--- config.mk ---
export PLATFORM = sky130hd
export DESIGN_NAME = color_sensor_calibrated_scaler_top
export DESIGN_NICKNAME = d
export VERILOG_FILES = /design/src/rtl/core/csc_pkg.sv /design/src/rtl/core/csc_lane.sv /design/src/rtl/core/color_sensor_calibrated_scaler_top.sv
export SDC_FILE = /design/constraint.sdc
export NUM_CORES = 2
export LEC_CHECK = 0
export BUFFER_PORTS_ARGS = -buffer_cell sky130_fd_sc_hd__buf_2
export CAP_MARGIN = 15
export CORE_MARGIN = 5
export CORE_UTILIZATION = 55
export CTS_BUF_LIST = sky130_fd_sc_hd__clkbuf_16
export DETAILED_ROUTE_END_ITERATION = 8
export PLACE_DENSITY = 0.83
export SLEW_MARGIN = 20
export SYNTH_ARGS = -nofsm -noshare
export SYNTH_HDL_FRONTEND = slang
export SYNTH_SLANG_ARGS = --single-unit
--- constraint.sdc ---
create_clock -name clk_i -period 23.3 [get_ports clk_i]
set_clock_uncertainty 0.15 [all_clocks]
set_input_delay 4.66 -clock clk_i [delete_from_list [all_inputs] [get_ports clk_i]]
set_output_delay 4.66 -clock clk_i [all_outputs]
set_load 0.1 [all_outputs]
--- src/rtl/core/csc_pkg.sv ---
// Shared constants and types for the calibrated color scaler.
// Used by csc_lane, the top level and the port checker.

package csc_pkg;

  // Sample width default for the top-level parameter
  localparam int unsigned ADC_BITS_DEF = 12;

  // Calibration dump layout
  localparam int unsigned DUMP_LEN   = 54;
  localparam int unsigned GAIN_BYTES = 48;
  localparam int unsigned THRESH_END = 52;
  localparam int unsigned NUM_COLORS = 3;
  localparam int unsigned NUM_ROWS   = 3;

  // Configuration register indexes and reset values
  localparam int unsigned CFG_IDX_W = 1;
  localparam logic [CFG_IDX_W-1:0] CFG_FLOOR = 1'd0;
  localparam logic [CFG_IDX_W-1:0] CFG_CEIL  = 1'd1;
  localparam logic [11:0] FLOOR_RST = 12'd50;
  localparam logic [11:0] CEIL_RST  = 12'd750;

  // Percent scaling
  localparam int unsigned PCT_W     = 7;
  localparam logic [PCT_W-1:0] PCT_MAX = 7'd100;
  localparam int unsigned DIV_STEPS = PCT_W;

  // Gain divide: the product is clamped at (PCT_MAX + 1) * GAIN_DIV, which
  // is enough to tell a saturated result, so the accumulator stays narrow.
  localparam int unsigned GAIN_DIV = 111410;
  localparam int unsigned ACC_W    = 24;
  localparam int unsigned DSH_W    = 23;
  localparam logic [ACC_W-1:0] SAT_CAP = ACC_W'(GAIN_DIV * 101);
  localparam logic [DSH_W-1:0] DIV_TOP = DSH_W'(GAIN_DIV * 64);

  // Per-step controls from the sequencer to each color lane
  typedef struct packed {
    logic start;  // latch a new sample difference
    logic mul;    // one shift-add step, sample MSB first
    logic div;    // one restoring divide step
  } lane_ctl_t;

endpackage

--- src/rtl/core/csc_lane.sv ---
// One color lane: bit-serial multiply of (color - ambient) by its gain,
// then a restoring divide by the gain divisor, saturating at 100 percent.
// Depends on csc_pkg.

module csc_lane #(
  parameter int unsigned ADC_BITS = csc_pkg::ADC_BITS_DEF
) (
  input  logic                          clk_i,
  input  logic                          rst_ni,
  input  csc_pkg::lane_ctl_t            ctl_i,
  input  logic [ADC_BITS-1:0]           color_i,
  input  logic [ADC_BITS-1:0]           amb_i,
  input  logic [31:0]                   gain_i,
  output logic [csc_pkg::PCT_W-1:0]     pct_o
);

  logic [ADC_BITS-1:0]          diff_q, diff_d;
  logic [csc_pkg::ACC_W-1:0]    acc_q, acc_d;
  logic [csc_pkg::DSH_W-1:0]    dsh_q, dsh_d;
  logic [csc_pkg::PCT_W-1:0]    quo_q, quo_d;
  logic [32:0]                  sum_w;
  logic                         fits_w;

  // Shift-add: accumulator doubles and takes the gain when the sample bit is set
  assign sum_w  = 33'({acc_q, 1'b0}) + 33'(diff_q[ADC_BITS-1] ? gain_i : 32'd0);
  assign fits_w = ({1'b0, acc_q} >= {2'b00, dsh_q});

  // Step control
  always_comb begin
    diff_d = diff_q;
    acc_d  = acc_q;
    dsh_d  = dsh_q;
    quo_d  = quo_q;
    if (ctl_i.start) begin
      diff_d = (color_i > amb_i) ? (color_i - amb_i) : '0;
      acc_d  = '0;
      dsh_d  = csc_pkg::DIV_TOP;
      quo_d  = '0;
    end else if (ctl_i.mul) begin
      diff_d = {diff_q[ADC_BITS-2:0], 1'b0};
      acc_d  = (sum_w >= 33'(csc_pkg::SAT_CAP)) ? csc_pkg::SAT_CAP
                                                : sum_w[csc_pkg::ACC_W-1:0];
    end else if (ctl_i.div) begin
      if (fits_w) begin
        acc_d = acc_q - csc_pkg::ACC_W'(dsh_q);
      end
      quo_d = {quo_q[csc_pkg::PCT_W-2:0], fits_w};
      dsh_d = {1'b0, dsh_q[csc_pkg::DSH_W-1:1]};
    end
  end

  // Datapath registers
  always_ff @(posedge clk_i or negedge rst_ni) begin
    if (!rst_ni) begin
      diff_q <= '0;
      acc_q  <= '0;
      dsh_q  <= '0;
      quo_q  <= '0;
    end else begin
      diff_q <= diff_d;
      acc_q  <= acc_d;
      dsh_q  <= dsh_d;
      quo_q  <= quo_d;
    end
  end

  // A clamped product divides to 101; report it as full scale
  assign pct_o = (quo_q > csc_pkg::PCT_MAX) ? csc_pkg::PCT_MAX : quo_q;

endmodule

--- src/rtl/core/color_sensor_calibrated_scaler_top.sv ---
// Calibrated color scaler, top level: calibration store, sequencer,
// ambient divider and three color lanes. Depends on csc_pkg and csc_lane.

// A load item (command 0) stores the next byte of the 54-byte calibration
// dump; it gives no result. A measure item (command 1) gives one result and
// keeps the input stalled after its transfer until that result is loaded
// into the output register, so a new measure is taken only once the last
// one is through: the three color lanes multiply by shift-add, one sample
// bit per cycle, then run a 7-step restoring divide next to the ambient
// divider, and the result then moves into the output register. The stall
// lasts longer while an earlier result still waits in the output register.
// The output register frees the input side, so load items are taken while
// a result waits. The configuration registers should be written only while
// no measure is in progress.

module color_sensor_calibrated_scaler_top #(
  parameter int unsigned ADC_BITS = csc_pkg::ADC_BITS_DEF
) (
  input  logic                              clk_i,
  input  logic                              rst_ni,
  // configuration write port
  input  logic                              cfg_we_i,
  input  logic [csc_pkg::CFG_IDX_W-1:0]     cfg_idx_i,
  input  logic [11:0]                       cfg_wdata_i,
  // input channel
  input  logic                              in_valid_i,
  output logic                              in_stall_o,
  input  logic                              command_i,
  input  logic [7:0]                        cal_byte_i,
  input  logic [ADC_BITS-1:0]               red_raw_i,
  input  logic [ADC_BITS-1:0]               green_raw_i,
  input  logic [ADC_BITS-1:0]               blue_raw_i,
  input  logic [ADC_BITS-1:0]               ambient_raw_i,
  // output channel
  output logic                              out_valid_o,
  input  logic                              out_stall_i,
  output logic [csc_pkg::PCT_W-1:0]         red_pct_o,
  output logic [csc_pkg::PCT_W-1:0]         green_pct_o,
  output logic [csc_pkg::PCT_W-1:0]         blue_pct_o,
  output logic [csc_pkg::PCT_W-1:0]         ambient_pct_o
);

  localparam int unsigned CntW = $clog2(ADC_BITS);

  localparam logic [1:0] ST_IDLE = 2'd0;
  localparam logic [1:0] ST_MUL  = 2'd1;
  localparam logic [1:0] ST_DIV  = 2'd2;
  localparam logic [1:0] ST_DONE = 2'd3;

  logic [1:0]        state_q, state_d;
  logic [CntW-1:0]   cnt_q, cnt_d;
  logic              in_xfer_w, meas_w, load_w, out_xfer_w, out_load_w;

  logic [11:0]       floor_q, ceil_q;
  logic [5:0]        pos_q;
  logic [31:0]       gain_q [csc_pkg::NUM_COLORS][csc_pkg::NUM_ROWS];
  logic [15:0]       thr_q [2];
  logic [1:0]        row_q;

  logic [18:0]       arem_q, arem_d;
  logic [17:0]       adsh_q, adsh_d;
  logic [csc_pkg::PCT_W-1:0] aquo_q, aquo_d;
  logic              azero_q, azero_d;
  logic [15:0]       amb16_w;
  logic [11:0]       aclip_w, aclamp_w, aoff_w;
  logic              afits_w;

  logic              out_valid_q;
  logic [csc_pkg::PCT_W-1:0] red_q, green_q, blue_q, amb_pct_q;

  csc_pkg::lane_ctl_t        lane_ctl;
  logic [ADC_BITS-1:0]       color_w [csc_pkg::NUM_COLORS];
  logic [31:0]               gain_w  [csc_pkg::NUM_COLORS];
  logic [csc_pkg::PCT_W-1:0] pct_w   [csc_pkg::NUM_COLORS];

  // Handshake
  assign in_stall_o = (state_q != ST_IDLE);
  assign in_xfer_w  = in_valid_i & ~in_stall_o;
  assign meas_w     = in_xfer_w & command_i;
  assign load_w     = in_xfer_w & ~command_i;
  assign out_xfer_w = out_valid_q & ~out_stall_i;
  assign out_load_w = (state_q == ST_DONE) & (~out_valid_q | ~out_stall_i);

  // Sequencer
  always_comb begin
    state_d = state_q;
    cnt_d   = cnt_q;
    case (state_q)
      ST_IDLE: begin
        if (meas_w) begin
          state_d = ST_MUL;
          cnt_d   = CntW'(ADC_BITS - 1);
        end
      end
      ST_MUL: begin
        if (cnt_q == '0) begin
          state_d = ST_DIV;
          cnt_d   = CntW'(csc_pkg::DIV_STEPS - 1);
        end else begin
          cnt_d = cnt_q - 1'b1;
        end
      end
      ST_DIV: begin
        if (cnt_q == '0) begin
          state_d = ST_DONE;
        end else begin
          cnt_d = cnt_q - 1'b1;
        end
      end
      ST_DONE: begin
        if (out_load_w) begin
          state_d = ST_IDLE;
        end
      end
      default: begin
        state_d = ST_IDLE;
      end
    endcase
  end

  always_ff @(posedge clk_i or negedge rst_ni) begin
    if (!rst_ni) begin
      state_q <= ST_IDLE;
      cnt_q   <= '0;
    end else begin
      state_q <= state_d;
      cnt_q   <= cnt_d;
    end
  end

  // Configuration registers
  always_ff @(posedge clk_i or negedge rst_ni) begin
    if (!rst_ni) begin
      floor_q <= csc_pkg::FLOOR_RST;
      ceil_q  <= csc_pkg::CEIL_RST;
    end else if (cfg_we_i) begin
      case (cfg_idx_i)
        csc_pkg::CFG_FLOOR: floor_q <= cfg_wdata_i;
        csc_pkg::CFG_CEIL:  ceil_q  <= cfg_wdata_i;
        default: begin
        end
      endcase
    end
  end

  // Calibration dump: gains by byte, then thresholds, the last two bytes skipped.
  // The fourth gain of each row is never used and is not stored.
  always_ff @(posedge clk_i or negedge rst_ni) begin
    if (!rst_ni) begin
      pos_q <= '0;
      for (int c = 0; c < csc_pkg::NUM_COLORS; c++) begin
        for (int r = 0; r < csc_pkg::NUM_ROWS; r++) begin
          gain_q[c][r] <= '0;
        end
      end
      thr_q[0] <= '0;
      thr_q[1] <= '0;
    end else if (load_w) begin
      if (pos_q < 6'(csc_pkg::GAIN_BYTES)) begin
        if (pos_q[3:2] != 2'd3) begin
          gain_q[pos_q[3:2]][pos_q[5:4]][{pos_q[1:0], 3'b000} +: 8] <= cal_byte_i;
        end
      end else if (pos_q < 6'(csc_pkg::THRESH_END)) begin
        thr_q[pos_q[1]][{pos_q[0], 3'b000} +: 8] <= cal_byte_i;
      end
      pos_q <= (pos_q == 6'(csc_pkg::DUMP_LEN - 1)) ? '0 : pos_q + 1'b1;
    end
  end

  // Gain row from ambient against the dark thresholds
  assign amb16_w = 16'(ambient_raw_i);

  always_ff @(posedge clk_i) begin
    if (meas_w) begin
      if (amb16_w < thr_q[1]) begin
        row_q <= 2'd2;
      end else if (amb16_w < thr_q[0]) begin
        row_q <= 2'd1;
      end else begin
        row_q <= 2'd0;
      end
    end
  end

  // Color lanes
  assign color_w[0] = red_raw_i;
  assign color_w[1] = green_raw_i;
  assign color_w[2] = blue_raw_i;

  assign lane_ctl.start = meas_w;
  assign lane_ctl.mul   = (state_q == ST_MUL);
  assign lane_ctl.div   = (state_q == ST_DIV);

  for (genvar c = 0; c < csc_pkg::NUM_COLORS; c++) begin : g_lane
    assign gain_w[c] = gain_q[c][row_q];

    csc_lane #(
      .ADC_BITS (ADC_BITS)
    ) u_lane (
      .clk_i  (clk_i),
      .rst_ni (rst_ni),
      .ctl_i  (lane_ctl),
      .color_i(color_w[c]),
      .amb_i  (ambient_raw_i),
      .gain_i (gain_w[c]),
      .pct_o  (pct_w[c])
    );
  end

  // Ambient percent: clamp to floor..ceiling, then (a - floor) * 100 / span; zero if ceiling <= floor
  assign aclip_w  = (amb16_w > 16'(ceil_q)) ? ceil_q : amb16_w[11:0];
  assign aclamp_w = (aclip_w < floor_q) ? floor_q : aclip_w;
  assign aoff_w   = aclamp_w - floor_q;
  assign afits_w  = ({1'b0, adsh_q} <= arem_q);

  always_comb begin
    arem_d  = arem_q;
    adsh_d  = adsh_q;
    aquo_d  = aquo_q;
    azero_d = azero_q;
    if (meas_w) begin
      azero_d = (ceil_q <= floor_q);
      arem_d  = {1'b0, aoff_w, 6'b0} + {2'b0, aoff_w, 5'b0} + {5'b0, aoff_w, 2'b0};
      adsh_d  = {ceil_q - floor_q, 6'b0};
      aquo_d  = '0;
    end else if (state_q == ST_DIV) begin
      if (afits_w) begin
        arem_d = arem_q - {1'b0, adsh_q};
      end
      aquo_d = {aquo_q[csc_pkg::PCT_W-2:0], afits_w};
      adsh_d = {1'b0, adsh_q[17:1]};
    end
  end

  always_ff @(posedge clk_i) begin
    arem_q  <= arem_d;
    adsh_q  <= adsh_d;
    aquo_q  <= aquo_d;
    azero_q <= azero_d;
  end

  // Output register
  always_ff @(posedge clk_i or negedge rst_ni) begin
    if (!rst_ni) begin
      out_valid_q <= 1'b0;
    end else if (out_load_w) begin
      out_valid_q <= 1'b1;
    end else if (out_xfer_w) begin
      out_valid_q <= 1'b0;
    end
  end

  always_ff @(posedge clk_i) begin
    if (out_load_w) begin
      red_q     <= pct_w[0];
      green_q   <= pct_w[1];
      blue_q    <= pct_w[2];
      amb_pct_q <= azero_q ? '0 : aquo_q;
    end
  end

  assign out_valid_o   = out_valid_q;
  assign red_pct_o     = red_q;
  assign green_pct_o   = green_q;
  assign blue_pct_o    = blue_q;
  assign ambient_pct_o = amb_pct_q;

endmodule

==> flow_summary_export.csv <==
group,metric,value,unit
routing,drtIter0Drc,4038,
finish,final_util,0.605,
worst_setup_path,worstPathRequired,23.49,ns
finish,finalInstanceArea,43300,sq um
clocking,clock-sinks,584,
worst_setup_path,startpoint_type,"input pin",
global_routing,grt.total_usage,0.289,
finish,drive_above_1_share,0.0711,
worst_setup_path,cp_common_cell,"a21oi_1",
power_and_ir_drop,seqPwrFrac,0.240,
sta,rsz0062_at_grt,"no",
clocking,hold_buffers,0,
routing,via_per_inst,6.32,
worst_setup_path,arrival,12.57,ns
clocking,ctsRootBufferMaster,"clkbuf_16",
run_status,status,"completed",
worst_setup_path,worstSetupPathType,"in2reg",
sta,finalSetupTns,0,ns
finish,layout.nets,5032,
sta,worst_slack,10.91,ns
routing,drt-total-wl,116,mm
power_and_ir_drop,switching_share,0.468,
clocking,cts_resized,0,
worst_setup_path,crit_path_max_incr_delay,0.55,ns
clocking,ctsLongestPathBuffers,3,
power_and_ir_drop,p_per_area,144,nW/um^2
die,initial_core_util,0.556,
synth,syn_inst,4656,
sta,period_needed,12.39,ns
sta,max_freq,0.0807,GHz
die,coreArea,71600,sq um
routing,ant_nets,0,
placed_design,dp_hpwl,85.1,mm
die,die-area,77900,sq um
global_routing,grt_pass1_vias,33397,
power_and_ir_drop,switching_power,0.00291,W
finish,syn2layout_area_growth,8.86,%
global_routing,grt_max_degree,188,
die,io_pins,105,
clocking,clock_latency,0.64,ns
sta,maxSlewViolCount,0,
finish,antennaDiodeCount,0,
placed_design,dpl_cell_area,41000,sq um
hold_path,min_path_type,"reg2reg",
routing,drt_first_pass_iters,6,
synth,yosys_warnings,0,
finish,fin_cells,5646,
placed_design,placedCellCount,5525,
global_routing,grt_pass1_wl,183,mm
die,fp.dieH,279,um
synth,synth-seq-cells,584,
synth,synth_edf_count,62,
synth,syn-num-nets,5044,
power_and_ir_drop,p_comb_frac,0.583,
synth,ys_types,96,
finish,n_fill_cell,6055,
synth,syn_area_per_cell,8.55,sq um
power_and_ir_drop,intPower,0.00331,W
synth,async_flop_share,0.872,
flow_run,max_cap_violations,0,
placed_design,dp_slack,10.46,ns
clocking,cts_buffers,66,
synth,synth_ff_type,"dfrtp_1",
die,fp.dieW,279,um
placed_design,gp_congestion,0.994,
clocking,post_cts_buffers,0,
die,num_rows,98,
finish,register_area,14900,sq um
synth,synthesis.area,39800,sq um
clocking,clkSlewWorstSetupHoldPaths,0.06,ns
clocking,cts_tree,"yes",
power_and_ir_drop,power_leakage,19.4,nW
sta,maxSlewHeadroom,0.305,
worst_setup_path,cpMaxStageDelayCell,"fa_1",
power_and_ir_drop,clock_power_share,0.177,
global_routing,antenna_found_initial,3,
global_routing,grt_overflow,0,
sta,setup_viol,0,
routing,vias,35695,
routing,wire_per_inst,20.6,um
routing,post-route-drc-count,0,
worst_setup_path,cp_max_fo,24,
synth,ys_seq_area_frac,0.374,
sta,tightestPinTransition,1.04,ns
finish,multi_input_area,23300,sq um
placed_design,portBuffers,104,
clocking,htreeDepth,3,
sta,hold_violations,0,
worst_setup_path,endpoint_kind,"flop",
sta,finalCritPeriodShare,0.532,
power_and_ir_drop,ir_drop,137,uV
==> critical path, delay by kind of cell <==
kind	cells	cell delay, ns
AND/OR/NAND/NOR	4	0.80
adder cells (fa/ha/maj)	5	1.76
AO/OA/AOI/OAI	26	4.54
buffers and inverters	5	0.79
==> registers in the layout, indices dropped and copies added (netlist names), 2 cells and up <==
name / cells
state_q: 2
g_lane.u_lane.diff_q: 36
green_pct_o: 7
ceil_q: 12
thr_q: 32
g_lane.u_lane.quo_q: 21
cnt_q: 4
g_lane.u_lane.acc_q: 72
arem_q: 19
aquo_q: 7
blue_pct_o: 7
pos_q: 6
gain_q: 288
floor_q: 12
row_q: 2
ambient_pct_o: 7
g_lane.u_lane.dsh_q: 23
red_pct_o: 7
adsh_q: 18
==> Yosys cell counts, types with 17 or more instances <==
library cell / n / area, sq um
nor2b_1: 55 / 344
mux2_2: 21 / 236
nor3_1: 68 / 340
and3_1: 36 / 225
xor2_1: 58 / 508
nand4_1: 52 / 325
nand2b_1: 37 / 231
and2_1: 54 / 338
o21a_1: 45 / 338
o211ai_1: 34 / 255
edfxtp_1: 62 / 1860
o31ai_1: 26 / 195
clkbuf_1: 167 / 627
a21o_1: 118 / 886
buf_1: 28 / 105
fa_1: 17 / 340
dfrtp_1: 499 / 12500
a21boi_0: 28 / 210
o21ai_0: 592 / 2960
nor2_1: 352 / 1320
or3_1: 20 / 125
a211oi_1: 36 / 270
o21bai_1: 25 / 188
inv_1: 221 / 830
ha_1: 296 / 3700
xnor2_1: 93 / 815
nand2_1: 630 / 2360
a31oi_1: 44 / 275
o22ai_1: 17 / 106
buf_2: 21 / 105
a21oi_1: 286 / 1430
a22o_1: 47 / 412
a221oi_1: 27 / 236
mux2i_1: 132 / 1320
nand3_1: 119 / 596
==> per-stage QoR <==
stage               total power (W)  hold WS (ns)
finish                      0.00622         0.326
global placement            0.00492         0.306
CTS                         0.00616         0.331
global route                0.00666         0.336
detailed placement          0.00502         0.318
floorplan                   0.00420         0.292
==> power groups by stage <==
stage	Clock (W)	Sequential (W)	Combinational [W]
floorplan	0	0.00155	0.00264
global placement	0	0.00149	0.00342
detailed placement	0	0.00150	0.00351
CTS	0.00111	0.00148	0.00356
global route	0.00115	0.00152	0.00399
finish	0.00110	0.00149	0.00363
==> cells in the final DEF (no fill, tap or decap), types with 103 or more instances in the layout <==
master | Yosys | routed
a21o_1 | 118 | 118
o21ai_0 | 592 | 591
a21oi_1 | 286 | 284
nor2_1 | 352 | 350
nand2_1 | 630 | 628
buf_2 | 21 | 103
nand3_1 | 119 | 118
mux2i_1 | 132 | 132
ha_1 | 296 | 294
inv_1 | 221 | 227
dfrtp_1 | 499 | 499
==> area by class of cell <==
type                       count  share of cell area
clock buffer                  66              0.0381
clock inverter                54              0.0147
inverter                     223              0.0193
multi-input combinational   3629               0.538
sequential                   584               0.343
tap                          950              0.0274
timing repair buffer         140              0.0196
==> final timing paths <==
kind	cells past startpoint	slack, ns	from	endpoint
max reg2reg	40	14.43	ceil_q[9]	arem_q[18]
min	0	0.33	g_lane[2].u_lane.quo_q[6]	blue_pct_o[6]
min in group asynchronous	1	3.87	rst_ni	thr_q[11]
min reg2reg	0	0.33	g_lane[2].u_lane.quo_q[6]	blue_pct_o[6]
max in group asynchronous	4	16.79	rst_ni	g_lane[0].u_lane.quo_q[1]
max	40	10.91	ambient_raw_i[9]	arem_q[18]
==> cell families after synthesis <==
logic type,share of synthesized area
fa+ha+maj,0.102
mux,0.0391
xor+xnor,0.0332
buf+inv,0.0431
simple gates,0.173
compound gates,0.237
flops,0.374
==> routing by layer <==
layer	wire length, um	track usage	part of all wire	vias to the layer above
met1	48300	0.409	0.41	16909
met4	5060	0.110	0.043	6
met2	51200	0.444	0.44	1704
met3	11800	0.0564	0.10	343
li1	-	-	-	16733
met5	34	0	0.00029	-
Note: power is estimated with default switching activity, not from simulation.
